===== src/rtl/cuma_pkg.sv =====
package cuma_pkg;

  // Channel width; ports stay 8 bits wide, only the low COLOR_BITS bits are used.
  localparam int unsigned COLOR_BITS = 8;
  // Numerator and quotient width of the dividers.
  localparam int unsigned NUM_BITS   = 2 * COLOR_BITS;
  localparam int unsigned NUM_CHAN   = 3;
  // prep + divider + merge + prep + divider
  localparam int unsigned PIPE_DEPTH = 2 * NUM_BITS + 3;
  // Pipeline stage that holds the merged alpha.
  localparam int unsigned MERGE_STAGE = NUM_BITS + 1;
  localparam int unsigned ALPHA_LINE  = PIPE_DEPTH - MERGE_STAGE - 1;

  localparam logic [COLOR_BITS-1:0] CH_MAX = {COLOR_BITS{1'b1}};

  typedef logic [COLOR_BITS-1:0] chan_t;

  typedef struct packed {
    chan_t [NUM_CHAN-1:0] fg;
    chan_t                fa;
    chan_t [NUM_CHAN-1:0] bg;
  } side_t;

  typedef struct packed {
    chan_t alpha;
    logic  zero;
  } merge_t;

endpackage


===== src/rtl/cuma_merge.sv =====
// Largest of the per-channel minimum alphas.
module cuma_merge import cuma_pkg::*; (
  input  logic   clk_i,
  input  logic   en_i,
  input  chan_t  alpha_i [NUM_CHAN],
  output merge_t merge_o
);

  merge_t merge_d, merge_q;
  chan_t  max01;

  always_comb begin
    max01          = (alpha_i[1] > alpha_i[0]) ? alpha_i[1] : alpha_i[0];
    merge_d.alpha  = (alpha_i[2] > max01) ? alpha_i[2] : max01;
    merge_d.zero   = (merge_d.alpha == '0);
  end

  always_ff @(posedge clk_i) begin
    if (en_i) begin
      merge_q <= merge_d;
    end
  end

  assign merge_o = merge_q;

endmodule


===== config.mk =====
export PLATFORM = sky130hd
export DESIGN_NAME = cuma_merge
export DESIGN_NICKNAME = d
export VERILOG_FILES = /design/src/rtl/cuma_pkg.sv /design/src/rtl/cuma_merge.sv
export SDC_FILE = /design/constraint.sdc
export NUM_CORES = 1
export LEC_CHECK = 0
export BUFFER_PORTS_ARGS = -buffer_cell sky130_fd_sc_hd__buf_2
export CORE_MARGIN = 3
export CORE_UTILIZATION = 37
export DETAILED_ROUTE_END_ITERATION = 12
export SYNTH_ARGS = -nofsm -noshare
export SYNTH_HDL_FRONTEND = slang
export SYNTH_SLANG_ARGS = --single-unit

===== constraint.sdc =====
create_clock -name clk_i -period 13.2 [get_ports clk_i]
set_input_delay 2.64 -clock clk_i [delete_from_list [all_inputs] [get_ports clk_i]]
set_output_delay 2.64 -clock clk_i [all_outputs]
set_load 0.1 [all_outputs]

; ---- Word-level counts from Yosys, hierarchy flattened
; Cells that the tools add are included.
[classes]
muxes = 2
order_cmp = 2
n_reduce_logical = 1
shifts = 0
div = 0
n_addsub = 0
bitwise_logic = 0
eq_ne = 0
n_mul = 0
[ops]
columns = operator, n
row1 = 8-bit greater-than comparator, 2
row2 = 8-bit 2-to-1 mux, 2
row3 = 8-bit logical NOT, 1
[word_totals]
register_bits = 9
mem_bits_rw = 0
romBits = 0
latch_bits = 0
in_bits = 26
wordCells = 7
memories = 0
output_inout_bits = 9

; ---- Longest topological paths before layout
; Gate-level depths: netlist (run 1).
[depth]
ltp_word = 5
depth_mapped = 18
depth_no_buf = 15

; ---- Least setup slack after synthesis (run 1)
; OpenSTA, ideal clock, no wires.
[synth_path]
path_kind = input to register
startpoint = in alpha_i[23] (netlist name)
endpoint = reg merge_q, in the netlist merge_o[0] (data pin)
path_buffers = 2
stages = 17
t_arrival_ps = 6032
setup_ps = 169
t_required_ps = 13031
slack_ps = 6999
path_cell_list = inv_1 -> ha_1 -> nand4_2 -> or2_1 -> buf_6 -> nand2_2 -> and2_1 -> buf_4 -> mux2i_1 -> ha_1 -> and4b_1 -> a211oi_2 -> a2bb2oi_4 -> o311a_2 -> a21oi_2 -> or4_4 -> nor4b_2
[synth_lines]
columns = item, line_no
row1 = from (decl), cuma_merge.sv:5  ; input chan_t alpha_i [NUM_CHAN],
row2 = to (signal assigned), cuma_merge.sv:20  ; merge_q <= merge_d;
row3 = to (decl), cuma_merge.sv:9  ; merge_t merge_d, merge_q;

==> run summary, run 1 <==
Status: finished clean
DRT antenna net count: 0
Netlist cell types: 34
GRT met1 Usage: 19.12%
Wirelength, routed: 2.572 mm
Share of cells above drive strength 1: 36.84%
Data arrival, critical path: 6760 ps
Fmax: 150.0 MHz
CTS H-tree depth: 1
Switching portion of total power: 48.87%
Switch Pwr: 0.00007207 W
Initial DRC Count: 22
Total global-route track usage: 14.44%
CTS Buffer Depth: 2
Flop pwr share: 26.1%
Die area: 0.003648 sq mm
Worst VDD drop: 0.00008896 V
Setup Fix Bufs, Post-CTS: 0
Sum Neg Setup Slack: 0 ps
Post-Place Worst Slack: 6282 ps
GP Congestion: 0.8466
Clk pwr share: 13.7%
Buffers on Ports: 34
Vias in the first global route: 911
CTS tree: built
Leakage Power: 0.6053 nW
Min-delay worst type: in -> reg
Post-Syn Area: 0.001095 sq mm
Residual DRC count: 0
WL per Instance: 14.05 microns
Root Buffer: clkbuf_4
Ys Warns: 0
Comb power frac: 60.2%
Critical path type: in -> reg
ANT cells: 0
Grt peak-use layer: met2
DR vias/cell: 5.563
FF+latch count, synth: 9
Core ar.: 0.002781 sq mm
Pwr dens: 113.9 mW/mm^2
Via Count: 1018
Clk slew on worst S/H paths: 60 ps
Detailed placement HPWL: 2.226 mm
Syn Nets: 160
Final setup fails: 0
DP Area: 0.001269 sq mm
Syn avg cell area: 9.278 sq um
Area Overhead vs Synth: 18.29%
CP startpoint kind: input pin
Clock Sink Count: 9
Layout net count: 195
Cts repair resizes: 0
Gr ovfl total: 0
Post-route minimum period: 6668 ps
Drt pass-1 iters: 4
Worst Path Required: 13290 ps
Crit Path Max Fanout: 15
Cts bufs inserted: 3
Slew at the pin with the worst max-slew slack: 486.3 ps
Headroom to the max-slew limit: 67.80%
FILL cells: 294
Die width: 60.40 microns
First-pass GRT wire length: 4.043 mm
Die Span Y: 60.40 microns
Cts hold-fix bufs: 0
Max Cap Violations: 0
Total power draw: 0.0001475 W
Internal: 0.00007541 W
Syn Inst Count: 118
Fin. Hold Viols: 0
Routing usage on met2: 25.15%
Antenna violations before repair: 0
Rows: 19
CP Capture Type: register
Io pins: 35
GR Util met3: 0.6383%
Final WS setup: 6532 ps
Max Slew Vio Count: 0
RSZ-0062 raised after global routing: false
Pin count of the biggest net entering global routing: 16
Max reg flops: 9
Seq/Total Area, Yosys: 24.69%
Crit share post-route: 50.51%
Initial Util: 39.36%
Final instance area: 0.001295 sq mm
## worst paths after layout
path	from	end	slack [ps]	cells past startpoint
worst min-delay path	en_i	merge_o[1]	2740	1
worst max-delay path	alpha_i[23]	merge_o[0]	6530	16
## stage by stage
stage	cells	util, %	hold WS [ps]
2_1_floorplan	118	-	2753
3_3_place_gp	179	45.61	3001
3_5_place_dp	179	45.61	3003
4_1_cts	183	46.56	2737
5_1_grt	183	46.56	2745
6_report	183	46.56	2739
## kinds of logic after synthesis
group / synth area share, %
simple gates: 23.54
mux: 7.429
flops: 24.69
fa+ha+maj: 18.29
buf+inv: 6.285
compound gates: 19.77
## cells in the mapped netlist
| library cell | instances | area share (%) |
|---|---|---|
| nand2_2 | 2 | 1.1 |
| nor2b_1 | 1 | 0.57 |
| or2_1 | 1 | 0.57 |
| nand4_2 | 1 | 1.1 |
| or3b_1 | 1 | 0.80 |
| inv_1 | 9 | 3.1 |
| edfxtp_1 | 9 | 25 |
| a211o_2 | 1 | 0.91 |
| and2_1 | 2 | 1.1 |
| nand4_1 | 2 | 1.1 |
| nand3_1 | 13 | 5.9 |
| a21o_2 | 1 | 0.80 |
| clkbuf_2 | 1 | 0.46 |
| nor2_1 | 9 | 3.1 |
| mux2i_1 | 7 | 6.4 |
| nor4b_2 | 1 | 1.4 |
| nand2_1 | 9 | 3.1 |
| a2bb2oi_4 | 1 | 2.4 |
| o211ai_1 | 1 | 0.69 |
| o311a_2 | 4 | 4.1 |
| a211oi_2 | 1 | 1.1 |
| a21oi_1 | 10 | 4.6 |
| o311a_1 | 2 | 1.8 |
| mux2_2 | 1 | 1.0 |
| buf_6 | 2 | 2.1 |
| a21oi_2 | 2 | 1.6 |
| nor2_2 | 1 | 0.57 |
| or4_4 | 1 | 1.0 |
| ha_1 | 16 | 18 |
| o21ai_1 | 2 | 0.91 |
| buf_4 | 1 | 0.69 |
| or3_4 | 1 | 1.0 |
| and4b_1 | 1 | 0.91 |
| o21ai_2 | 1 | 0.80 |
## worst max-delay path, stage by stage
cell and delay (ps):
buf_2 100, inv_1 40, ha_1 320, nand4_2 140, or2_1 350, nand2_2 160
and2_1 430, mux2i_1 340, ha_1 290, and4b_1 220, a211oi_2 270, a2bb2oi_4 350
o311a_2 240, a21oi_1 90, or4_4 520, nor4b_2 240
## layer usage
layer / part of all wire (%) / vias up
li1: - / 517
met1: 42 / 455
met2: 49 / 44
met3: 7.4 / 2
met4: 0.66 / 0
met5: 0 / -
## area by class of cell
class	instances	area [sq um]	share of cell area, %
multi-input combinational	96	755.7	58.36
sequential	9	270.3	20.87
timing repair buffer	34	170.2	13.14
tap	31	38.79	2.995
inverter	9	33.78	2.609
clock buffer	4	26.28	2.029
## power by group through the flow
| stage | registers, W | clock network (W) | logic, W |
|---|---|---|---|
| global placement | 0.0000392 | 0 | 0.0000879 |
| detailed placement | 0.0000392 | 0 | 0.0000890 |
| CTS | 0.0000386 | 0.0000208 | 0.0000894 |
| global route | 0.0000390 | 0.0000216 | 0.0000960 |
| floorplan | 0.0000728 | 0 | 0.0000398 |
| finish | 0.0000385 | 0.0000202 | 0.0000888 |
## layout by cell type (no fill, tap or decap), drive strengths merged
master | Yosys | layout
or2 | 1 | 1
edfxtp | 9 | 9
mux2i | 7 | 7
or4 | 1 | 1
inv | 9 | 9
a211o | 1 | 1
or3 | 1 | 1
buf | 3 | 34
nand3 | 13 | 13
or3b | 1 | 1
mux2 | 1 | 1
and4b | 1 | 1
nor2 | 10 | 10
a211oi | 1 | 1
o21ai | 3 | 3
a2bb2oi | 1 | 1
a21oi | 12 | 12
o211ai | 1 | 1
nor4b | 1 | 1
ha | 16 | 16
clkbuf | 1 | 4
nand4 | 3 | 3
nand2 | 11 | 11
nor2b | 1 | 1
a21o | 1 | 1
o311a | 6 | 6
and2 | 2 | 2
No activity file was read; power rests on OpenSTA's default activity.
==> run 2: changes to the inputs <==
ABC_AREA = 1   (was unset)
clock period = 6.85 ns   (was 13.2 ns; I/O delays follow)
==> run 2 against run 1 <==
  * Sequential cell count unchanged
  * Final cell count up 7.7%
  * Global-route usage down 1.5 points
  * Total power up 88%
  * Synthesized cell count up 11%
  * Sequential power up 97%
  * Synthesized area down 11%
  * Clock power up 92%
  * Non-clock buffer count unchanged
==> run summary, run 2 <==
Status: finished clean
Area Overhead vs Synth: 23.78%
Commonest non-fill, non-tap cell in the layout: nand2_1
Ys async rst share: 0%
Drt pass-1 iters: 4
Syn Nets: 173
Syn Inst Count: 131
Synth top cells by count: nand2_1, inv_1, ha_1
Clk slew on worst S/H paths: 60 ps
Max reg flops: 9
First-pass GRT wire length: 3.450 mm
Fin. Hold Viols: 0
Leakage Power: 0.6910 nW
Top-count cell post-synth: nand2_1
Setup Fix Bufs, Post-CTS: 0
DRT antenna net count: 0
Share of cells above drive strength 1: 27.81%
Dominant synthesized flop cell: edfxtp_1
Synth Area in Simple Gates: 39.46%
DR vias/cell: 4.848
Root Buffer: clkbuf_4
Pin count of the biggest net entering global routing: 10
Vias in the first global route: 919
Mux cell area share after synthesis: 0%
Post-Place Worst Slack: 2840 ps
Residual DRC count: 0
Slowest stage cell, crit path: ha_1
Delay-heaviest family, CP: simple AND/OR/NAND/NOR gates
Gr ovfl total: 0
Syn avg cell area: 7.431 sq um
Min-delay worst type: in -> reg
Max Slew Vio Count: 0
Worst VDD drop: 0.0001703 V
FF+latch count, synth: 9
Initial DRC Count: 13
CTS H-tree depth: 1
Post-synth top area cell: edfxtp_1
CP startpoint kind: input pin
Seq/Total Area, Yosys: 27.76%
Headroom to the max-slew limit: 67.81%
Layout net count: 212
Post-Syn Area: 973.4 sq um
Max Cap Violations: 0
Cts hold-fix bufs: 0
Largest family of logic cells by synthesized area: simple AND/OR/NAND/NOR gates
Clock Sink Count: 9
Netlist cell types: 19
Core ar.: 0.002361 sq mm
Die width: 57.29 microns
Wirelength, routed: 2.039 mm
Final setup fails: 0
Sum Neg Setup Slack: 0 ps
Most frequent CP cell: nand2_1
Top cells by area, synth: edfxtp_1, ha_1, nand2_1
Post-synth EDFFs: 9
Worst Path Required: 6860 ps
Detailed placement HPWL: 1.888 mm
Xor and xnor area share after synthesis: 0%
Cts repair resizes: 0
Compound-Gate Fraction of Synth Area: 4.884%
Critical path type: in -> reg
Data arrival, critical path: 3730 ps
Synth top area share: 27.76%
Via Count: 955
CTS Buffer Depth: 2
Cts bufs inserted: 3
CP Capture Type: register
Die area: 0.003282 sq mm
Die Span Y: 57.29 microns
Slew at the pin with the worst max-slew slack: 486.2 ps
Hold Slack: 1436 ps
WL per Instance: 10.35 microns
Fmax: 269.2 MHz
RSZ-0062 raised after global routing: false
Ys Warns: 0
Rows: 17
WP buf/inv: 5
Initial Util: 41.23%
Most frequent cells in the layout: nand2_1, buf_2, inv_1
Antenna violations before repair: 0
CTS tree: built
Io pins: 35
GP Congestion: 0.8308
Post-route minimum period: 3714 ps
FILL cells: 233
Adder-Cell Fraction of Synth Area: 20.57%
Total global-route track usage: 12.95%
Final WS setup: 3136 ps
Buffers on Ports: 34
Pwr dens: 230.3 mW/mm^2
ANT cells: 0
Crit share post-route: 54.23%
Slowest stage delay, CP: 300 ps
Crit Path Max Fanout: 9
run 2: layout make-up:
cell class                      count  area (sq um)  share of cell area, %
Inverter                           19         71.32                  5.919
Clock buffer                        4         26.28                  2.181
Timing Repair Buffer               34         170.2                  14.12
Multi-Input combinational cell    103         631.9                  52.44
Tap cell                           28         35.03                  2.908
Sequential cell                     9         270.3                  22.43
run 2: tightest hold or removal path: stages:
cell and delay [ps]:
buf_2 90, nand2_1 50, nand2_1 70
run 2: worst paths after layout:
| check | cells past startpoint | slack [ps] | startpoint | endpoint |
|---|---|---|---|---|
| setup / recovery | 26 | 3140 | alpha_i[19] | merge_o[0] |
| hold / removal | 3 | 1440 | alpha_i[2] | merge_o[3] |
run 2: where the power goes:
part	total (W)	internal, W	switching [W]	leakage (nW)
logic	0.000163	0.0000391	0.000124	0.588
clock network	0.0000388	0.0000223	0.0000165	0.0150
registers	0.0000757	0.0000738	0.00000196	0.0877
total	0.000278	0.000135	0.000142	0.691
run 2: per-layer routing:
metal / track usage (%) / wire length [microns]
met3: 1.584 / 93
met2: 25.12 / 1073
met1: 14.03 / 862
met4: 4.967 / 9
met5: 0 / 0
run 2: logic make-up after synthesis:
family,Yosys count
DFF,9
buffers and inverters,19
AOI/OAI and AO/OA,8
adders and majority gates,16
and+or+nand+nor,79
run 2: per-stage QoR:
step           utilization [%]  power (W)  instances  cell area [sq um]
5_1_grt                  51.03  0.0002980        197               1205
2_1_floorplan                -  0.0002098        131              973.4
4_1_cts                  51.03  0.0002811        197               1205
3_5_place_dp             49.92  0.0002414        193               1179
6_report                 51.03  0.0002775        197               1205
3_3_place_gp             49.92  0.0002374        193               1179
