$ cat src/rtl/cuma_pkg.sv
package cuma_pkg;

  // Channel width; ports stay 8 bits wide, only the low COLOR_BITS bits are used.
  localparam int unsigned COLOR_BITS = 8;
  // Numerator and quotient width of the dividers.
  localparam int unsigned NUM_BITS   = 2 * COLOR_BITS;
  localparam int unsigned NUM_CHAN   = 3;
  // prep + divider + merge + prep + divider
  localparam int unsigned PIPE_DEPTH = 2 * NUM_BITS + 3;
  // Pipeline stage that holds the merged alpha.
  localparam int unsigned MERGE_STAGE = NUM_BITS + 1;
  localparam int unsigned ALPHA_LINE  = PIPE_DEPTH - MERGE_STAGE - 1;

  localparam logic [COLOR_BITS-1:0] CH_MAX = {COLOR_BITS{1'b1}};

  typedef logic [COLOR_BITS-1:0] chan_t;

  typedef struct packed {
    chan_t [NUM_CHAN-1:0] fg;
    chan_t                fa;
    chan_t [NUM_CHAN-1:0] bg;
  } side_t;

  typedef struct packed {
    chan_t alpha;
    logic  zero;
  } merge_t;

endpackage

$ cat src/rtl/cuma_div.sv
// Restoring divider, one quotient bit per registered stage.
module cuma_div import cuma_pkg::*; (
  input  logic                clk_i,
  input  logic                en_i,
  input  logic [NUM_BITS-1:0] num_i,
  input  chan_t               den_i,
  output logic [NUM_BITS-1:0] quo_o
);

  chan_t               rem_q [NUM_BITS];
  logic [NUM_BITS-1:0] num_q [NUM_BITS];
  logic [NUM_BITS-1:0] quo_q [NUM_BITS];
  chan_t               den_q [NUM_BITS];

  chan_t               rem_in [NUM_BITS];
  logic [NUM_BITS-1:0] num_in [NUM_BITS];
  logic [NUM_BITS-1:0] quo_in [NUM_BITS];
  chan_t               den_in [NUM_BITS];
  logic [COLOR_BITS+1:0] trial [NUM_BITS];
  chan_t               rem_d  [NUM_BITS];

  always_comb begin
    for (int s = 0; s < NUM_BITS; s++) begin
      if (s == 0) begin
        rem_in[s] = '0;
        num_in[s] = num_i;
        quo_in[s] = '0;
        den_in[s] = den_i;
      end else begin
        rem_in[s] = rem_q[s-1];
        num_in[s] = num_q[s-1];
        quo_in[s] = quo_q[s-1];
        den_in[s] = den_q[s-1];
      end
      trial[s] = {1'b0, rem_in[s], num_in[s][NUM_BITS-1]} - {2'b00, den_in[s]};
      // partial remainder stays below the divisor, so it fits the channel width
      if (trial[s][COLOR_BITS+1]) begin
        rem_d[s] = {rem_in[s][COLOR_BITS-2:0], num_in[s][NUM_BITS-1]};
      end else begin
        rem_d[s] = trial[s][COLOR_BITS-1:0];
      end
    end
  end

  always_ff @(posedge clk_i) begin
    if (en_i) begin
      for (int s = 0; s < NUM_BITS; s++) begin
        rem_q[s] <= rem_d[s];
        num_q[s] <= {num_in[s][NUM_BITS-2:0], 1'b0};
        quo_q[s] <= {quo_in[s][NUM_BITS-2:0], ~trial[s][COLOR_BITS+1]};
        den_q[s] <= den_in[s];
      end
    end
  end

  assign quo_o = quo_q[NUM_BITS-1];

endmodule

$ cat src/rtl/cuma_alpha_lane.sv
// Minimum alpha of one channel: prep stage, then the divider.
module cuma_alpha_lane import cuma_pkg::*; (
  input  logic  clk_i,
  input  logic  en_i,
  input  chan_t bg_i,
  input  chan_t fg_i,
  output chan_t alpha_o
);

  logic [NUM_BITS-1:0] num_d, num_q;
  chan_t               den_d, den_q;
  chan_t               diff;
  logic [NUM_BITS-1:0] quo;

  always_comb begin
    if (bg_i > fg_i) begin
      diff  = bg_i - fg_i;
      den_d = bg_i;
    end else if (bg_i < fg_i) begin
      diff  = fg_i - bg_i;
      den_d = CH_MAX - bg_i;
    end else begin
      // equal colors: zero numerator, divisor kept nonzero
      diff  = '0;
      den_d = chan_t'(1);
    end
    num_d = NUM_BITS'(diff) * NUM_BITS'(CH_MAX);
  end

  always_ff @(posedge clk_i) begin
    if (en_i) begin
      num_q <= num_d;
      den_q <= den_d;
    end
  end

  cuma_div u_div (
    .clk_i (clk_i),
    .en_i  (en_i),
    .num_i (num_q),
    .den_i (den_q),
    .quo_o (quo)
  );

  // quotient never exceeds full scale
  assign alpha_o = quo[COLOR_BITS-1:0];

endmodule

$ cat config.mk
export PLATFORM = sky130hd
export DESIGN_NAME = cuma_alpha_lane
export DESIGN_NICKNAME = d
export VERILOG_FILES = /design/src/rtl/cuma_pkg.sv /design/src/rtl/cuma_div.sv /design/src/rtl/cuma_alpha_lane.sv
export SDC_FILE = /design/constraint.sdc
export NUM_CORES = 1
export LEC_CHECK = 0
export BUFFER_PORTS_ARGS = -buffer_cell sky130_fd_sc_hd__buf_4
export CORE_ASPECT_RATIO = 0.7
export CORE_MARGIN = 2
export CORE_UTILIZATION = 64
export DETAILED_ROUTE_END_ITERATION = 10
export GPL_TIMING_DRIVEN = 0
export PLACE_DENSITY = 0.81
export SLEW_MARGIN = 5
export SYNTH_ARGS = -nofsm -noshare
export SYNTH_HDL_FRONTEND = slang
export SYNTH_SLANG_ARGS = --single-unit
$ cat constraint.sdc
create_clock -name clk_i -period 8.8 [get_ports clk_i]
set_clock_uncertainty 0.1 [all_clocks]
set_input_delay 0.88 -clock clk_i [delete_from_list [all_inputs] [get_ports clk_i]]
set_output_delay 0.88 -clock clk_i [all_outputs]
set_load 0.01 [all_outputs]
After elaboration in Yosys (flattened, before gate mapping)
Memory sizes are Yosys's and may differ from the RTL's. Index checks and enable logic that the tools add are counted.

$add $sub $neg: 19. Multipliers: 1. $lt $le $gt $ge: 2. Mux-type cells: 22. Bitwise gates (word level): 16.

Operators with widths (number): 8-bit 2-to-1 mux (20); 9-bit by 8-bit subtractor with 10-bit output (15); 8-bit by 8-bit multiplier with 16-bit output (second input constant) (1); 1-bit NOT (16); 8-bit subtractor (2); 1-bit by 8-bit subtractor with 9-bit output (1); 8-bit greater-than comparator (1); 8-bit less-than comparator (1); 8-bit subtractor (first input constant) (1); 1-bit 2-to-1 mux (2).

Register bits after elaboration: 24. Bits in writable memories: 752. Memories kept: 4.

Memories: u_div.quo_q (depth 16, bits a word 16, read ports 16, clocked after memory_dff 0, write ports 16, RTL line cuma_div.sv:12) `logic [NUM_BITS-1:0] quo_q [NUM_BITS];`; u_div.num_q (depth 16, bits a word 15, read ports 15, clocked after memory_dff 0, write ports 16, RTL line cuma_div.sv:11) `logic [NUM_BITS-1:0] num_q [NUM_BITS];`; u_div.den_q (depth 16, bits a word 8, read ports 15, clocked after memory_dff 0, write ports 16, RTL line cuma_div.sv:13) `chan_t den_q [NUM_BITS];`; u_div.rem_q (depth 16, bits a word 8, read ports 15, clocked after memory_dff 0, write ports 16, RTL line cuma_div.sv:10) `chan_t rem_q [NUM_BITS];`.

Longest topological paths before layout
Word-level depth: 4. Mapped depth: 25. Depth with buffers taken out: 23.

By module
A second synthesis with hierarchy kept.

Cells, all modules: 1743. Area, all modules: 25056.5 um^2.

Modules (own cells, without submodules): cuma_div (times used 1, cells each 1397, area each 21749.6 um^2, sequential area each 14894.3 um^2); cuma_alpha_lane (times used 1, cells each 346, area each 3306.9 um^2, sequential area each 720.7 um^2).

Worst setup path before layout
OpenSTA, ideal clock, no wires.

Path type: input port to flip-flop. From: in bg_i[0]. To: reg num_q[14], data pin. Library setup time: 0.207 ns. Arrival: 6.177 ns. Slack: 2.316 ns. Stages: 22. Path buffers: 0. Cell sequence: inv_1 > ha_1 > inv_1 > fa_1 > nand3_4 > a2111oi_4 > o21ai_1 > a21oi_1 > o32ai_1 > fa_1 > fa_1 > inv_1 > fa_1 > inv_1 > fa_1 > inv_1 > ha_1 > and3_1 > a31oi_1 > o21ai_1 > mux2i_1 > a2111oi_0.

Longest elaborated chain between the ends: 4.

RTL lines: start, declared (RTL line cuma_alpha_lane.sv:5) `input chan_t bg_i,`; 8-bit subtractor or 8-bit less-than comparator (tied branches) (RTL line cuma_alpha_lane.sv:20, cuma_alpha_lane.sv:19); 8-bit 2-to-1 mux (RTL line cuma_alpha_lane.sv:19) `end else if (bg_i < fg_i) begin`; 8-bit 2-to-1 mux (*) (RTL line cuma_alpha_lane.sv:16) `if (bg_i > fg_i) begin`; 8-bit by 8-bit multiplier with 16-bit output (*) (RTL line cuma_alpha_lane.sv:27) `num_d = NUM_BITS'(diff) * NUM_BITS'(CH_MAX);`; net num_d[14] (RTL line cuma_alpha_lane.sv:10) `logic [NUM_BITS-1:0] num_d, num_q;`; end signal, assigned (RTL line cuma_alpha_lane.sv:32) `num_q <= num_d;`; end, declared (RTL line cuma_alpha_lane.sv:10).

Mark *: on every way through the listed nets, which the timed path passes. The rest lies on a longest branch. A chain may end at the register's enable or synchronous reset.

Worst setup path after layout
Same ends and word-level chain as after synthesis.

==> impl.org <==
** Run status
- Run status :: completed

** Worst setup path
- Family with the most delay on the worst path :: adder cells
- Critical path peak fanout :: 7
- The worst setup path is launched from an input port.
- At the worst endpoint, the arrival time is 7.10 ns.
- Setup crit end kind :: flop
- Slowest stage delay, CP :: 0.77 ns
- The number of buffers and inverters on the critical path is 6.
- The worst register-to-register path ends at u_div.rem_q[1][22].
- The slowest stage of the critical path is the o32ai_1 cell.
- The worst register-to-register path has a setup slack of ~6 ns.
- Cells on worst reg2reg path :: 7
- Start-to-end type of the worst setup path :: input port to flop
- The critical path goes through buf_4, inv_1, ha_1, inv_1, fa_1, nand3_4, a2111oi_4, o21ai_1, a21oi_1, o32ai_1, fa_1, fa_1, inv_1, fa_1, inv_1, fa_1, inv_1, ha_1, and3_1, a31oi_1, o21ai_1, mux2i_1, a2111oi_0.
- R2r startpoint :: u_div.den_q[1][9]
- For the worst setup path, the data required time is 9.00 ns.

** STA
- Final count of hold timing violations :: 0
- For the final routed database, the setup TNS stands at 0 ns.
- Worst-case headroom to the max-slew limit :: 43.52%
- Unrepaired setup endpoints after global routing :: no
- Ratio of final minimum period to clock period :: 78.41%
- Timing would allow up to ~140 MHz.
- Max Slew Vio Count :: 0
- Subtracting the final worst setup slack from the clock period gives 6.900 ns.
- Endpoints failing setup :: 0
- Worst-case hold slack :: 0.3092 ns
- At the pin with the least slew margin, the transition time is around 0.84 ns.

** Yosys
- Measured against the total synthesized area, the mux share comes to 5.775%.
- Adder-cell area share of the yosys netlist :: between 10% and 20%
- Counting flops and latches in the post-synthesis netlist gives 420.
- Main synth FF type :: edfxtp_1
- In the synthesized netlist, the number of instances is 1644.
- Dominant combinational cell family by area after synthesis :: adder cells
- In the synthesized netlist the async set-or-reset flop fraction comes to 0%.
- The synthesized netlist devotes a little over a tenth of its cell area to compound gates.
- Library cells used by synthesis :: 67
- Number of enable-type register cells in the synthesized netlist :: 420
- The share of the Yosys chip area taken by registers is approximately 57%.
- Summing the areas of all xor and xnor instances in the mapped netlist gives less than 1% of the synthesized area.
- The cell area that synthesis handed to floorplanning was 0.02201 mm^2.
- Post-synthesis share of cell area spent on and, or, nand and nor gates :: 6.736%
- Average size of a mapped cell :: 13.39 um^2
- The Yosys step of the flow raised 0 warnings.

** Die
- DIE AREA :: between 0.03 and 0.04 mm^2
- In this run the core area contains between 50 and 60 standard-cell rows.
- Core ar. :: between 0.03 and 0.04 mm^2
- In this run the vertical extent of the chip is ~160 um.
- Effective utilization at floorplan :: 65.31%
- The floorplan step set the die width to 225.7 um.
- Number of I/O pins :: 26

** Drt
- The detailed router placed 12824 vias in this run.
- After detailed routing, the total wire length is 37020 um.
- After detailed routing, the number of vias per cell comes to 5.811.
- Drc violations :: 0
- Number of detailed-route iterations in the first pass :: 5
- Number of DRC markers after the initial detailed-route iteration :: 1183
- Average wire per standard cell :: 16.77 um
- Remaining number of nets flagged by the antenna check after routing :: 0

** Place
- Routability-driven placement finished with a final weighted congestion of ~0.82.
- The count of buffers added on input and output ports is 25.
- After detailed placement, the total cell area comes to 0.02288 mm^2.
- Final HPWL DP :: 26090 um

** Power and ir drop
- Worst-case vdd ir drop :: 0.5842 mV
- P per Cell Area :: 386.5 mW/mm^2
- Clk network pwr share :: roughly 18%
- Leakage power figure :: about 0.0097 uW
- Comb power frac :: about half
- Of the total power, the share spent switching nets is 37.66%.
- The share of total power dissipated in sequential elements is 33.0%.
- Power, Total :: 9325 uW
- For this design the total switching power over the nets is between 3000 and 4000 uW.
- Pint :: 5814 uW

** Clock network
- Clock Latency Late Sink :: between 0.5 and 0.6 ns
- Clock slew seen by the registers of the worst setup and hold paths :: 0.07 ns
- CTS H-tree depth :: 2
- The root buffer cell chosen for the clock tree is clkbuf_16.
- CTS buffer count :: 39
- Post-CTS resize count :: 0
- Once the clock tree was built, the setup fixing pass inserted 0 buffers.
- The longest clock path from root to sink contains 3 buffers.
- Hold repair after CTS inserted 0 buffers.
- TritonCTS built the clock tree.
- The clock net in this run drives a total of 420 sinks.

** Hold path
- Class of the tightest hold or removal check :: flop to flop
- Cell count of the worst hold path :: 0
- Hold worst-path end :: u_div.num_q[0][27]
- In this run the most critical hold path is launched from u_div.num_q[0][11].

** Layout
- Counting the fill cells in the layout gives 2138.
- At the end of the flow, the number of nets in the layout was ~2000.
- The top cell types in the final layout, fill and taps aside, are edfxtp_1 (420), inv_1 (244), ha_1 (172).
- The repair_antennas step left the layout with diodes totalling 0.
- The finished cells cover 0.02413 mm^2.
- Leaving out fill and tap cells, the most frequent cell in the layout is edfxtp_1.
- Relative to the synthesized area, the layout overhead comes to 9.600%.
- Fraction of final layout cells with drive strength greater than 1 :: 7.745%
- Area of the multi-input gates :: 0.008424 mm^2
- Across the whole layout, storage elements account for about 0.013 mm^2.

** Global route
- The via count of the first global-routing pass came to 12836.
- The first global-routing pass estimated 62470 um of wire.
- The total overflow left after global routing is 0.
- In the global route stage, overall resource usage came out at 21.37%.
- Initial antenna violation count :: 0
- Entering global routing, the biggest net connects 128 pins.

** Run
- Max-cap violations in this run came to 0.
==> through the flow <==
stage / setup WS [ns] / instances / util, %
5_1_grt: 1.574 / 2207 / 71.58
3_3_place_gp: 1.476 / 2135 / 67.62
4_1_cts: 1.921 / 2207 / 71.58
3_5_place_dp: 1.346 / 2138 / 67.88
6_report: 1.900 / 2207 / 71.58
2_1_floorplan: 2.316 / 1646 / -
==> power groups by stage <==
stage / registers, uW / clock network, uW / logic (uW)
4_1_cts: 3070 / 1690 / 4540
3_3_place_gp: 3100 / 0 / 4200
3_5_place_dp: 3110 / 0 / 4490
6_report: 3070 / 1650 / 4600
5_1_grt: 3110 / 1770 / 5120
2_1_floorplan: 3040 / 0 / 3490
==> logic make-up (layout without fill, tap and decap cells) <==
logic type	count (synthesis)	in the layout
compound gates	336	336
xor+xnor	23	23
fa+ha+maj	218	218
buf+inv	253	350
flops	420	420
mux	118	118
other cells	1	3
simple gates	275	275
==> flip-flops by register name (all words and copies together), names as in the netlist <==
signal / count
u_div.num_q: 120
u_div.den_q: 120
u_div.rem_q: 120
den_q: 8
num_q: 16
u_div.quo_q: 36
==> how the worst max path moves through the flow <==
stage / end / depth (start not counted) / startpoint / slack (ns)
after floorplan: num_q[14] / 22 / bg_i[0] / 2.32
after global placement: num_q[14] / 23 / bg_i[0] / 1.48
after detailed placement: num_q[14] / 23 / bg_i[0] / 1.35
after CTS: num_q[14] / 23 / bg_i[0] / 1.92
after global routing: num_q[14] / 23 / bg_i[0] / 1.57
final: num_q[14] / 23 / bg_i[0] / 1.90
==> cell usage after synthesis, drive strengths merged, types with 8 or more instances <==
library cell  number  share of area, %
a211oi            12              0.41
a21o              16              0.55
a21oi             96               2.8
buf                9              0.31
edfxtp           420                57
fa                46               4.2
ha               172               9.8
inv              244               4.2
mux2              72               3.7
mux2i             46               2.1
nand2             27              0.46
nand2b             9              0.26
nand3             29              0.72
nor2              78               1.3
nor2b             41               1.2
nor3              31              0.70
o211ai            19              0.65
o21a              30               1.0
o21ai             73               1.7
o311a              8              0.36
o311ai            11              0.44
o31a              39               1.6
or4               29              0.99
xnor2             21              0.84
==> layout make-up <==
cell class	count	area share [%]
buffer	9	0.2801
clock buffer	45	4.139
clock inverter	24	1.032
inverter	244	3.796
multi-input combinational	973	34.92
sequential	420	52.28
tap	464	2.406
timing repair buffer	28	1.151
==> routing by layer <==
metal | part of all wire [%] | vias to the layer above | GRT usage [%]
met5 | 0 | - | 0
li1 | - | 6279 | -
met3 | 4.5 | 46 | 3.285
met4 | 1.5 | 0 | 5.238
met1 | 49 | 6197 | 31.95
met2 | 45 | 302 | 33.24
No activity file was read; power rests on OpenSTA's default activity.
