==> src/rtl/cuma_pkg.sv <==
package cuma_pkg;

  // Channel width; ports stay 8 bits wide, only the low COLOR_BITS bits are used.
  localparam int unsigned COLOR_BITS = 8;
  // Numerator and quotient width of the dividers.
  localparam int unsigned NUM_BITS   = 2 * COLOR_BITS;
  localparam int unsigned NUM_CHAN   = 3;
  // prep + divider + merge + prep + divider
  localparam int unsigned PIPE_DEPTH = 2 * NUM_BITS + 3;
  // Pipeline stage that holds the merged alpha.
  localparam int unsigned MERGE_STAGE = NUM_BITS + 1;
  localparam int unsigned ALPHA_LINE  = PIPE_DEPTH - MERGE_STAGE - 1;

  localparam logic [COLOR_BITS-1:0] CH_MAX = {COLOR_BITS{1'b1}};

  typedef logic [COLOR_BITS-1:0] chan_t;

  typedef struct packed {
    chan_t [NUM_CHAN-1:0] fg;
    chan_t                fa;
    chan_t [NUM_CHAN-1:0] bg;
  } side_t;

  typedef struct packed {
    chan_t alpha;
    logic  zero;
  } merge_t;

endpackage

==> src/rtl/cuma_div.sv <==
// Restoring divider, one quotient bit per registered stage.
module cuma_div import cuma_pkg::*; (
  input  logic                clk_i,
  input  logic                en_i,
  input  logic [NUM_BITS-1:0] num_i,
  input  chan_t               den_i,
  output logic [NUM_BITS-1:0] quo_o
);

  chan_t               rem_q [NUM_BITS];
  logic [NUM_BITS-1:0] num_q [NUM_BITS];
  logic [NUM_BITS-1:0] quo_q [NUM_BITS];
  chan_t               den_q [NUM_BITS];

  chan_t               rem_in [NUM_BITS];
  logic [NUM_BITS-1:0] num_in [NUM_BITS];
  logic [NUM_BITS-1:0] quo_in [NUM_BITS];
  chan_t               den_in [NUM_BITS];
  logic [COLOR_BITS+1:0] trial [NUM_BITS];
  chan_t               rem_d  [NUM_BITS];

  always_comb begin
    for (int s = 0; s < NUM_BITS; s++) begin
      if (s == 0) begin
        rem_in[s] = '0;
        num_in[s] = num_i;
        quo_in[s] = '0;
        den_in[s] = den_i;
      end else begin
        rem_in[s] = rem_q[s-1];
        num_in[s] = num_q[s-1];
        quo_in[s] = quo_q[s-1];
        den_in[s] = den_q[s-1];
      end
      trial[s] = {1'b0, rem_in[s], num_in[s][NUM_BITS-1]} - {2'b00, den_in[s]};
      // partial remainder stays below the divisor, so it fits the channel width
      if (trial[s][COLOR_BITS+1]) begin
        rem_d[s] = {rem_in[s][COLOR_BITS-2:0], num_in[s][NUM_BITS-1]};
      end else begin
        rem_d[s] = trial[s][COLOR_BITS-1:0];
      end
    end
  end

  always_ff @(posedge clk_i) begin
    if (en_i) begin
      for (int s = 0; s < NUM_BITS; s++) begin
        rem_q[s] <= rem_d[s];
        num_q[s] <= {num_in[s][NUM_BITS-2:0], 1'b0};
        quo_q[s] <= {quo_in[s][NUM_BITS-2:0], ~trial[s][COLOR_BITS+1]};
        den_q[s] <= den_in[s];
      end
    end
  end

  assign quo_o = quo_q[NUM_BITS-1];

endmodule

==> src/rtl/cuma_unblend_lane.sv <==
// Un-blend of one channel: signed numerator, magnitude divide, saturate.
module cuma_unblend_lane import cuma_pkg::*; (
  input  logic  clk_i,
  input  logic  en_i,
  input  chan_t bg_i,
  input  chan_t fg_i,
  input  chan_t alpha_i,
  output chan_t chan_o,
  output logic  sat_o
);

  logic [NUM_BITS-1:0] fg_term, bg_term;
  logic [NUM_BITS-1:0] mag_d, mag_q;
  logic                neg_d, neg_q;
  chan_t               den_d, den_q;
  logic [NUM_BITS-1:0] quo;
  logic                neg_line_q [NUM_BITS];

  always_comb begin
    fg_term = NUM_BITS'(fg_i) * NUM_BITS'(CH_MAX);
    bg_term = NUM_BITS'(bg_i) * NUM_BITS'(CH_MAX - alpha_i);
    neg_d   = bg_term > fg_term;
    mag_d   = neg_d ? (bg_term - fg_term) : (fg_term - bg_term);
    // alpha of zero is only seen on bypassed items
    den_d   = (alpha_i == '0) ? chan_t'(1) : alpha_i;
  end

  always_ff @(posedge clk_i) begin
    if (en_i) begin
      mag_q <= mag_d;
      neg_q <= neg_d;
      den_q <= den_d;
      neg_line_q[0] <= neg_q;
      for (int k = 1; k < NUM_BITS; k++) begin
        neg_line_q[k] <= neg_line_q[k-1];
      end
    end
  end

  cuma_div u_div (
    .clk_i (clk_i),
    .en_i  (en_i),
    .num_i (mag_q),
    .den_i (den_q),
    .quo_o (quo)
  );

  // truncation toward zero: a negative numerator smaller than alpha gives 0, not clamped
  always_comb begin
    if (neg_line_q[NUM_BITS-1]) begin
      chan_o = '0;
      sat_o  = (quo != '0);
    end else if (quo > NUM_BITS'(CH_MAX)) begin
      chan_o = CH_MAX;
      sat_o  = 1'b1;
    end else begin
      chan_o = quo[COLOR_BITS-1:0];
      sat_o  = 1'b0;
    end
  end

endmodule

==> config.mk <==
export PLATFORM = sky130hd
export DESIGN_NAME = cuma_unblend_lane
export DESIGN_NICKNAME = d
export VERILOG_FILES = /design/src/rtl/cuma_pkg.sv /design/src/rtl/cuma_div.sv /design/src/rtl/cuma_unblend_lane.sv
export SDC_FILE = /design/constraint.sdc
export NUM_CORES = 1
export LEC_CHECK = 0
export BUFFER_PORTS_ARGS = -buffer_cell sky130_fd_sc_hd__buf_2
export CELL_PAD_IN_SITES_DETAIL_PLACEMENT = 1
export CELL_PAD_IN_SITES_GLOBAL_PLACEMENT = 1
export CORE_MARGIN = 10
export CORE_UTILIZATION = 25
export DETAILED_ROUTE_END_ITERATION = 7
export HOLD_SLACK_MARGIN = 0.1
export PLACE_DENSITY_LB_ADDON = 0.25
export SYNTH_ARGS = -nofsm -noshare
export SYNTH_HDL_FRONTEND = slang
export SYNTH_SLANG_ARGS = --single-unit
==> constraint.sdc <==
create_clock -name clk_i -period 14.2 [get_ports clk_i]
set_input_delay 2.13 -clock clk_i [delete_from_list [all_inputs] [get_ports clk_i]]
set_output_delay 2.13 -clock clk_i [all_outputs]
set_load 0.01 [all_outputs]
# Word level (Yosys, flattened, before mapping)
# Memory sizes are Yosys's and may differ from the RTL's.
# Index checks and enable logic that the tools add are counted.
classes:
  add_sub_neg: 19
  mul: 2
  order_cmp: 2
  muxes: 23
  bitwise_logic: 16
  reduce_logical: 2
ops:
  columns: ["cell", "n"]
  rows:
  - ["subtractor 9 x 8 -> 10 bit", 15]
  - ["2-to-1 mux 8 bit", 18]
  - ["subtractor 16 bit", 2]
  - ["greater-than comparator 16 bit", 1]
  - ["greater-than comparator 16 x 8 -> 1 bit (second input constant)", 1]
  - ["multiplier 8 x 8 -> 16 bit (second input constant)", 1]
  - ["multiplier 9 x 9 -> 16 bit", 1]
  - ["2-to-1 mux 16 bit", 1]
  - ["NOT 1 bit", 16]
  - ["nonzero test 16 bit", 1]
  - ["subtractor 1 x 8 -> 9 bit", 1]
  - ["subtractor 8 x 8 -> 9 bit (first input constant)", 1]
  - ["logical NOT 8 bit", 1]
  - ["2-to-1 mux 1 bit", 4]
totals:
  ff_bits: 25
  mem_bits_rw: 768
  inputBits: 26
  word_cells: 72
  memories: 5
memory_table:
  columns: ["memory", "words", "word_bits", "rd", "rd_ports_with_merged_regs", "write_ports", "line_no", "source"]
  rows:
  - ["u_div.quo_q", 16, 16, 16, 0, 16, "cuma_div.sv:12", "logic [NUM_BITS-1:0] quo_q [NUM_BITS];"]
  - ["u_div.num_q", 16, 15, 15, 0, 16, "cuma_div.sv:11", "logic [NUM_BITS-1:0] num_q [NUM_BITS];"]
  - ["u_div.den_q", 16, 8, 15, 0, 16, "cuma_div.sv:13", "chan_t den_q [NUM_BITS];"]
  - ["u_div.rem_q", 16, 8, 15, 0, 16, "cuma_div.sv:10", "chan_t rem_q [NUM_BITS];"]
  - ["neg_line_q", 16, 1, 16, 0, 16, "cuma_unblend_lane.sv:17", "logic neg_line_q [NUM_BITS];"]

# Longest topological paths before layout
# Gate-level depths: netlist of run 1.
depth:
  word_depth: 4
  mapped_depth: 27
  depth_no_buf: 24

# By module
# A second synthesis of run 1 with hierarchy kept.
unflattened:
  hier_cells: 2088
  area_unflattened_um2: 28218.3
by_module_without_submodules:
  columns: ["mod", "n_inst", "cells_per_inst", "area_per_inst_um2", "seq_area_each_um2"]
  rows:
  - ["cuma_div", 1, 1386, 21471.8, 14894.3]
  - ["cuma_unblend_lane", 1, 702, 6746.5, 1231.2]

# Worst setup path before layout of run 1
# Ideal clock, no wire load.
synth_path:
  path_kind: "input -> register"
  startpoint: "input alpha_i[1]"
  endpoint: "register mag_q[12] (data pin)"
  setup_time_ps: 263
  arrival_time_ps: 7504
  slack_ps: 6433
  path_stages: 25
  n_path_buf: 3
  cell_sequence: "clkbuf_1 -> nand2b_1 -> fa_1 -> inv_1 -> fa_1 -> ha_1 -> inv_1 -> fa_1 -> inv_1 -> ha_1 -> a21o_1 -> a211oi_1 -> o21ai_0 -> a31o_2 -> a21o_1 -> xnor2_1 -> ha_1 -> buf_4 -> nand4_1 -> or4_1 -> o311ai_2 -> a21oi_4 -> buf_8 -> mux2i_1 -> xor2_1"
synth_between:
  elab_chain_cells: 4
synth_lines:
  columns: ["item", "line_no", "source"]
  rows:
  - ["start: declaration", "cuma_unblend_lane.sv:7", "input chan_t alpha_i,"]
  - ["subtractor 8 x 8 -> 9 bit", "cuma_unblend_lane.sv:21", "bg_term = NUM_BITS'(bg_i) * NUM_BITS'(CH_MAX - alpha_i);"]
  - ["multiplier 9 x 9 -> 16 bit", "cuma_unblend_lane.sv:21", null]
  - ["greater-than comparator 16 bit", "cuma_unblend_lane.sv:22", "neg_d = bg_term > fg_term;"]
  - ["named net neg_d", "cuma_unblend_lane.sv:14", "logic neg_d, neg_q;"]
  - ["2-to-1 mux 16 bit", "cuma_unblend_lane.sv:23", "mag_d = neg_d ? (bg_term - fg_term) : (fg_term - bg_term);"]
  - ["named net mag_d[12]", "cuma_unblend_lane.sv:13", "logic [NUM_BITS-1:0] mag_d, mag_q;"]
  - ["end signal: assignment", "cuma_unblend_lane.sv:30", "mag_q <= mag_d;"]
  - ["end: declaration", "cuma_unblend_lane.sv:13", null]
# The timed path passes the listed nets, and every way through them passes these cells.
# A chain may end at the register's enable or synchronous reset.

# Final worst setup path of run 1
layout_path:
  startpoint: "input alpha_i[2]"
  endpoint: "register mag_q[4] (data pin)"
layout_between:
  elab_chain_cells: 4
layout_lines:
  columns: ["item", "line_no"]
  rows:
  - ["subtractor 8 x 8 -> 9 bit (*)", "cuma_unblend_lane.sv:21"]
  - ["multiplier 9 x 9 -> 16 bit (*)", "cuma_unblend_lane.sv:21"]
  - ["subtractor 16 bit or greater-than comparator 16 bit (tied branches)", "cuma_unblend_lane.sv:23, cuma_unblend_lane.sv:22"]
  - ["2-to-1 mux 16 bit (*)", "cuma_unblend_lane.sv:23"]
  - ["named net mag_d[4]", "cuma_unblend_lane.sv:13"]
# Mark *: on every way through the listed nets, which the timed path passes. The rest lies on a longest branch.

==> results of run 1 <==
-- per-layer routing --
metal	share of wire	vias up	track usage
met5	0	-	0
li1	-	7819	-
met3	0.034	74	0.0163
met1	0.41	8017	0.0928
met2	0.53	136	0.156
met4	0.021	0	0.0210
-- where the power goes --
part / switching, mW / internal, mW / total (mW)
Sequential: 0.119 / 2.25 / 2.37
Combinational: 2.23 / 1.61 / 3.85
Clock: 0.645 / 0.967 / 1.61
Total: 3.00 / 4.83 / 7.83
-- layout by cell type, fill, tap and decap left out, types with 24 or more instances in the layout --
master     instances
edfxtp_1         537
inv_1            327
ha_1             227
nor2_1           159
fa_1              82
nor2b_1           79
o21ai_0           71
mux2_2            71
nand2_1           66
a21oi_1           59
clkbuf_16         59
mux2i_1           42
nor3_1            41
xnor2_1           36
o21a_1            36
buf_2             33
nand2b_1          30
a21boi_0          24
-- final cells by class --
class	count	share of cell area
clock inverters	41	0.0170
well taps	1500	0.0582
multi-input cells	1265	0.332
clock buffers	69	0.0470
diodes	1	0.0000776
repair buffers	39	0.00714
flip-flops and latches	537	0.500
inverters	327	0.0381
-- sequential cells by signal, summed over array words and instances, names as in the netlist --
signal       cells
u_div.quo_q    136
u_div.num_q    120
u_div.rem_q    120
u_div.den_q    120
neg_q            1
mag_q           16
neg_line_q      16
den_q            8
-- worst min-delay path by stage --
stage                     slack, ns  cells after the start                from            endpoint
after floorplan                0.40                      0               neg_q    neg_line_q[0][0]
after global placement         0.40                      0  u_div.num_q[1][26]  u_div.num_q[1][42]
after detailed placement       0.41                      0   u_div.num_q[0][9]  u_div.num_q[0][25]
after CTS                      0.35                      0               neg_q    neg_line_q[0][0]
after global routing           0.36                      0   u_div.num_q[0][6]  u_div.num_q[0][22]
final                          0.36                      0               neg_q    neg_line_q[0][0]
-- per-stage QoR --
stage                     utilization  setup slack [ns]  cells  hold slack (ns)
after floorplan                     -              6.43   2165            0.400
final                           0.287              6.29   3779            0.365
after global placement          0.269              5.67   3668            0.400
after CTS                       0.287              6.29   3778            0.350
after global routing            0.287              5.93   3778            0.359
after detailed placement        0.269              5.61   3668            0.405
-- cell families after synthesis --
family          after synthesis  synth area share
xor+xnor                     56            0.0174
mux                         113            0.0432
compound gates              337            0.0820
other cells                   1          0.000133
buf+inv                     363            0.0499
simple gates                447            0.0774
flops                       537             0.571
fa+ha+maj                   309             0.159
==> impl_metrics.yaml, run 1 <==
sta:
  tightest_slew_ns: 1.03
  finalMaxSlewViolations: 0
  tns_ns: 0
  skew_ns: 0.0650
  slew_headroom: 0.311
  rsz0062_at_grt: "false"
  hold_violations: 0
  fin_crit_sh: 0.557
  setup_viol: 0
  finalCriticalPeriod_ns: 7.91
  clock.fmax_ghz: 0.126
worst_setup_path:
  crit_required_ns: 14.58
  setup.worst_path.start_class: "primary input"
  cpPeakStageDelay_ns: 0.59
  crit_buf_inv: 4
  path_cells: "buf_2, nand2b_1, fa_1, inv_1, fa_1, ha_1, inv_1, fa_1, inv_1, ha_1, a21o_1, a211oi_1, o21ai_0, a31o_2, a21o_1, xnor2_1, ha_1, a211oi_2, o21ai_1, o311ai_2, a21oi_4, mux2_2, xor2_1"
  r2r-end: "u_div.rem_q[1][26]"
  cp_top_family: "adder cells"
  worst_setup_path_end_kind: "flop"
  reg2reg_from: "u_div.den_q[1][17]"
  critical_path_cell_count: 23
  crit_end: "mag_q[4]"
  cpMaxStageDelayCell: "fa_1"
  rrSetupSlack_ns: 11.38
  reg2regPathDepth: 8
  cp_max_fo: 16
  cp-startpoint: "alpha_i[2]"
  arrival_ns: 8.30
  path_class: "in2reg"
yosys:
  synth_top_area_share: 0.571
  syn_area_sq_mm: 0.0282
  ys_types: 53
  synth.most_common_cell: "edfxtp_1"
  ys_seq_area_frac: 0.571
  synthTopCellsByCount: "edfxtp_1, inv_1, ha_1"
  async_flop_share: 0
  synth_edf_count: 537
  synth_top_cell_by_area: "edfxtp_1"
  synth.avg_cell_area_sq_um: 13.1
  synthTopCellsByArea: "edfxtp_1, ha_1, fa_1"
  synth_cells: 2163
  ys_ff_latch: 537
  yosys_warnings: 0
  ys.flop_type: "edfxtp_1"
route:
  ant_nets: 0
  routedWlPerCell_microns: 13.9
  vias: 16000
  drc: 0
  finalWirelength_microns: 52400
  viasPerCell: 4.25
  drtIter0Drc: 671
  dr.pass1.iters: 4
clock_tree:
  htree_levels: 2
  clock-sinks: 537
  clockBufferDepth: 3
  insertion_delay_ns: 0.65
  cts_tree: "yes"
  cts_buffers: 59
  cts_resized: 0
  cts_hold_buf: 0
  post-cts-setup-buffers: 0
  path_clk_slew_ns: 0.06
  cts_root_buf: "clkbuf_16"
power:
  p_per_area_mw_per_mm2: 243
  power_leakage_nw: 12.8
  finalPower_mw: 7.83
  vdd.ir_drop.worst_v: 0.000217
floorplanning:
  dieArea_sq_mm: 0.127
  io_pins: 35
  dieHeight_microns: 356
  fp.dieW_microns: 356
  initial_core_util: 0.251
  core_area_sq_mm: 0.112
  num_rows: 123
place:
  place_area_sq_mm: 0.0302
  dp_hpwl_microns: 38100
  gp_congestion: 0.807
  port_buffers: 34
job:
  cap_viol_max_count: 0
global_route:
  antenna_found_initial: 1
  first_global_vias: 17600
  grt-ovfl-total: 0
  grt_usage: 0.0825
  grt_start_max_net_pins: 178
  grt_pass1_wl_microns: 87800
hold_path:
  worstHoldPathType: "reg2reg"
layout:
  nFillCells: 12200
  layout.nets: 2564
  seqCellArea_sq_mm: 0.0161
  drive_gt1_frac: 0.0988
  multiInputGateArea_sq_mm: 0.0107
  areaGrowthSynthToFinish_pct: 14.2
  final_cell_area_sq_mm: 0.0322
outcome:
  status: "completed"
Power figures use the tool's default switching activity.
==> inputs of run 2 (changes only) <==
Settings changed: ABC_AREA set to 1.
Clock period 14.2 ns to 7.1 ns, I/O delays scaled along.
==> run 2 against run 1 <==
Compared with the run above:
- synthesized cell count rose by 17%
- sequential cell count did not move
- hold slack improved by 0.021 ns
- critical endpoint is now mag_q[2]
- core utilization fell by 0.21 points
- final cell count rose by 9.2%
- via count rose by 5.4%
- critical path type unchanged
- critical path depth rose by 4
==> impl_metrics.yaml, run 2 <==
place:
  port_buffers: 34
  dp_hpwl_microns: 41300
  dpl_worst_slack_ns: 0.220
  gp_congestion: 0.817
route:
  routedWlPerCell_microns: 13.3
  ant_nets: 0
  vias: 16900
  drc: 0
  finalWirelength_microns: 55000
  drtIter0Drc: 771
  dr.pass1.iters: 4
  viasPerCell: 4.10
global_route:
  first_global_vias: 18900
  grt-ovfl-total: 0
  grt_usage: 0.0878
  antenna_found_initial: 0
  grt_pass1_wl_microns: 93300
  grt_start_max_net_pins: 158
job:
  cap_viol_max_count: 0
yosys:
  synthTopCellsByArea: "edfxtp_1, ha_1, nand2_1"
  yosys_warnings: 0
  synth_cells: 2520
  ys_types: 38
  ys_ff_latch: 537
  synth.avg_cell_area_sq_um: 11.2
  async_flop_share: 0
  synthTopCellsByCount: "edfxtp_1, nand2_1, inv_1"
  ys_seq_area_frac: 0.572
  synth_edf_count: 537
  ys.flop_type: "edfxtp_1"
  synth.most_common_cell: "edfxtp_1"
  synth_top_area_share: 0.572
  synth_top_cell_by_area: "edfxtp_1"
  syn_area_sq_mm: 0.0282
clock_tree:
  cts_root_buf: "clkbuf_16"
  cts_hold_buf: 0
  post-cts-setup-buffers: 0
  cts_buffers: 58
  htree_levels: 2
  clockBufferDepth: 3
  path_clk_slew_ns: 0.06
  cts_tree: "yes"
  clock-sinks: 537
  insertion_delay_ns: 0.63
  cts_resized: 0
worst_setup_path:
  worst_setup_path_end_kind: "flop"
  setup.worst_path.start_class: "primary input"
  cp_max_fo: 15
  arrival_ns: 6.61
  crit_required_ns: 7.46
  path_class: "in2reg"
hold_path:
  worstHoldPathType: "reg2reg"
floorplanning:
  fp.dieW_microns: 356
  dieArea_sq_mm: 0.127
  core_area_sq_mm: 0.112
  initial_core_util: 0.251
  io_pins: 35
  num_rows: 123
  dieHeight_microns: 356
sta:
  tightest_slew_ns: 0.989
  finalMaxSlewViolations: 0
  tns_ns: 0
  slew_headroom: 0.341
  clock.fmax_ghz: 0.160
  setup_ws_ns: 0.852
  finalCriticalPeriod_ns: 6.25
  skew_ns: 0.0381
  fin_crit_sh: 0.880
  setup_viol: 0
  rsz0062_at_grt: "false"
  hold_violations: 0
layout:
  final_common_cell: "edfxtp_1"
  insertedDiodeCount: 0
  nFillCells: 12500
  layout.nets: 2917
  largest_register: "u_div.quo_q"
  drive_gt1_frac: 0.0571
  areaGrowthSynthToFinish_pct: 13.3
  largest_register_ffs: 136
  layout_common_cells: "edfxtp_1, nand2_1, inv_1"
outcome:
  status: "completed"
run 2: cell types whose count changed in the layout (fill, tap and decap cells not counted), sizes merged, moves of 42 or more:
cell	delta
nor2	+89
mux2	-71
mux2i	-42
nand2	+399
inv	+124
nor2b	-79
a21oi	+122
nand3	+48
o21ai	-43
run 2: cells by family (layout without fill, tap and decap cells):
group                    after synthesis  count (layout)  share of synthesized area
flip-flops                           537             537                      0.572
buffers and inverters                489             594                     0.0679
adder cells (fa/ha/maj)              309             309                      0.159
other                                  1               3                   0.000133
AND/OR/NAND/NOR                      834             834                      0.121
AO/OA/AOI/OAI                        255             255                     0.0501
XOR/XNOR                              95              95                     0.0295
run 2: final cells by class:
| class | instances | area [sq um] | share of cell area |
|---|---|---|---|
| clock inverters | 38 | 352 | 0.0110 |
| well taps | 1500 | 1880 | 0.0587 |
| multi-input cells | 1496 | 10200 | 0.318 |
| clock buffers | 67 | 1490 | 0.0465 |
| inverters | 450 | 1690 | 0.0529 |
| repair buffers | 39 | 255 | 0.00799 |
| flip-flops and latches | 537 | 16100 | 0.505 |
run 2: layer usage:
metal	routed length, microns	global-route usage	vias up
li1	-	-	8451
met1	22900	0.0983	8259
met2	29400	0.168	119
met3	1500	0.0151	84
met4	1170	0.0242	0
met5	0	0	-
run 2: path summary, 6_finish.rpt:
path / cells after the start / slack (ns) / endpoint / start
setup reg to reg: 9 / 4.81 / u_div.rem_q[0][0] / mag_q[15]
setup / recovery: 27 / 0.85 / mag_q[2] / alpha_i[2]
hold reg to reg: 0 / 0.39 / u_div.quo_q[1][1] / u_div.quo_q[0][112]
hold / removal: 0 / 0.39 / u_div.quo_q[1][1] / u_div.quo_q[0][112]
run 2: critical path, stage by stage:
cell and delay [ns]:
buf_2 0.14, inv_1 0.16, nand2_1 0.11, fa_1 0.55, inv_1 0.06, fa_1 0.54
inv_1 0.06, fa_1 0.46, fa_1 0.55, inv_1 0.04, ha_1 0.35, a21oi_1 0.24
nand2_1 0.13, a21oi_1 0.23, o21ai_0 0.20, xnor2_1 0.18, ha_1 0.45, nand2_1 0.12
inv_1 0.12, nand3_2 0.11, nor2_4 0.13, nand2_2 0.06, nand2_2 0.10, nand2_4 0.12
buf_12 0.18, nand2_1 0.08, o21ai_2 0.05
run 2: stage by stage:
stage	instances	cell area [sq um]	hold WS, ns	utilization
floorplan	2522	28200	0.400	-
global placement	4022	30100	0.402	0.268
detailed placement	4022	30100	0.405	0.268
CTS	4127	31900	0.378	0.285
global route	4127	31900	0.396	0.285
finish	4127	31900	0.385	0.285
Power of run 2 is left out: the tool's default activity adds up to more than one toggle a clock period on the data nets, which glitch-free logic cannot reach.
==> inputs of run 3 (changes only) <==
Settings changed: CORE_UTILIZATION 25 to 47.
==> run 3 against run 2 <==
Compared with the run above:
- final cell count shrank 18%
- sequential share of layout area up 1.4 points
- first-iteration DRC count is 0.13% higher
- register-to-register slack barely moved
==> impl_metrics.yaml, run 3 (synthesis gave the netlist of run 2 again) <==
outcome:
  status: "completed"
worst_setup_path:
  path_class: "in2reg"
  crit_buf_inv: 8
  cpMaxStageDelayCell: "fa_1"
  cpPeakStageDelay_ns: 0.53
  crit_required_ns: 7.44
  cp_max_fo: 23
  arrival_ns: 6.73
  worst_path_most_repeated_cell: "inv_1"
  setup.worst_path.start_class: "primary input"
  worst_setup_path_end_kind: "flop"
  cp_top_family: "adder cells"
clock_tree:
  htree_levels: 2
  cts_buffers: 55
  cts_tree: "yes"
  post-cts-setup-buffers: 0
  clockBufferDepth: 3
  clock-sinks: 537
  insertion_delay_ns: 0.59
  cts_root_buf: "clkbuf_16"
  cts_hold_buf: 0
  cts_resized: 0
  path_clk_slew_ns: 0.06
sta:
  tightest_slew_ns: 1.07
  setup_viol: 0
  hold_violations: 0
  clock.fmax_ghz: 0.157
  setup_ws_ns: 0.714
  skew_ns: 0.0129
  finalMaxSlewViolations: 0
  finalCriticalPeriod_ns: 6.39
  rsz0062_at_grt: "false"
  fin_crit_sh: 0.899
  tns_ns: 0
  slew_headroom: 0.286
global_route:
  grt_busiest_layer: "met2"
  grt_start_max_net_pins: 172
  first_global_vias: 19100
  grtUsageMet3: 0.0225
  antenna_found_initial: 0
  grt_pass1_wl_microns: 94000
  grt_usage: 0.162
  grt-ovfl-total: 0
  grt.met2_usage: 0.311
  met1_usage: 0.183
layout:
  largest_register: "u_div.quo_q"
  fin_util: 0.525
  areaGrowthSynthToFinish_pct: 10.3
  final_common_cell: "edfxtp_1"
  fin_cells: 3397
  largest_register_ffs: 136
  insertedDiodeCount: 0
  layout.nets: 2914
  layout_common_cells: "edfxtp_1, nand2_1, inv_1"
  drive_gt1_frac: 0.0575
floorplanning:
  core_area_sq_mm: 0.0592
  num_rows: 89
  dieArea_sq_mm: 0.0702
  io_pins: 35
  initial_core_util: 0.476
  fp.dieW_microns: 265
  dieHeight_microns: 265
place:
  dpl_worst_slack_ns: 0.114
  gp_congestion: 0.857
  dp.cells: 3295
  dp_hpwl_microns: 41800
  port_buffers: 34
route:
  routedWlPerCell_microns: 16.5
  finalWirelength_microns: 55900
  dr.pass1.iters: 4
  drc: 0
  ant_nets: 0
  drtIter0Drc: 772
  viasPerCell: 5.06
  vias: 17200
job:
  cap_viol_max_count: 0
hold_path:
  worstHoldPathType: "reg2reg"
run 3: layout make-up:
cell class | count | area (sq um)
fillers | 6324 | 28100
repair buffers | 39 | 243
clock inverters | 32 | 440
well taps | 773 | 967
flip-flops and latches | 537 | 16100
inverters | 450 | 1690
multi-input cells | 1496 | 10200
clock buffers | 70 | 1480
run 3: path summary, 6_finish.rpt:
check	start	to	slack [ns]	cells past startpoint
max	bg_i[4]	mag_q[9]	0.71	26
min	u_div.quo_q[0][115]	u_div.quo_q[1][4]	0.41	0
max reg2reg	u_div.den_q[0][20]	u_div.rem_q[0][28]	4.80	10
min reg2reg	u_div.quo_q[0][115]	u_div.quo_q[1][4]	0.41	0
run 3: worst register-to-register path, cell delays in order (launching register included):
cell      delay [ns]
edfxtp_1        0.37
inv_1           0.06
ha_1            0.36
a21oi_1         0.24
nor2_1          0.07
nor2_1          0.11
nand2_1         0.09
nand2_1         0.09
nand2_1         0.32
nor2_1          0.26
a21oi_1         0.06
run 3: layer usage:
layer	share of wire	vias up
met2	0.54	151
met5	0	-
li1	-	8447
met1	0.41	8502
met3	0.024	90
met4	0.023	0
run 3: stage by stage:
| step | hold WS, ns | cell area (sq um) |
|---|---|---|
| finish | 0.414 | 31100 |
| detailed placement | 0.405 | 29200 |
| floorplan | 0.400 | 28200 |
| global route | 0.419 | 31100 |
| global placement | 0.401 | 29200 |
| CTS | 0.418 | 31100 |
Power of run 3 is left out for the same reason.
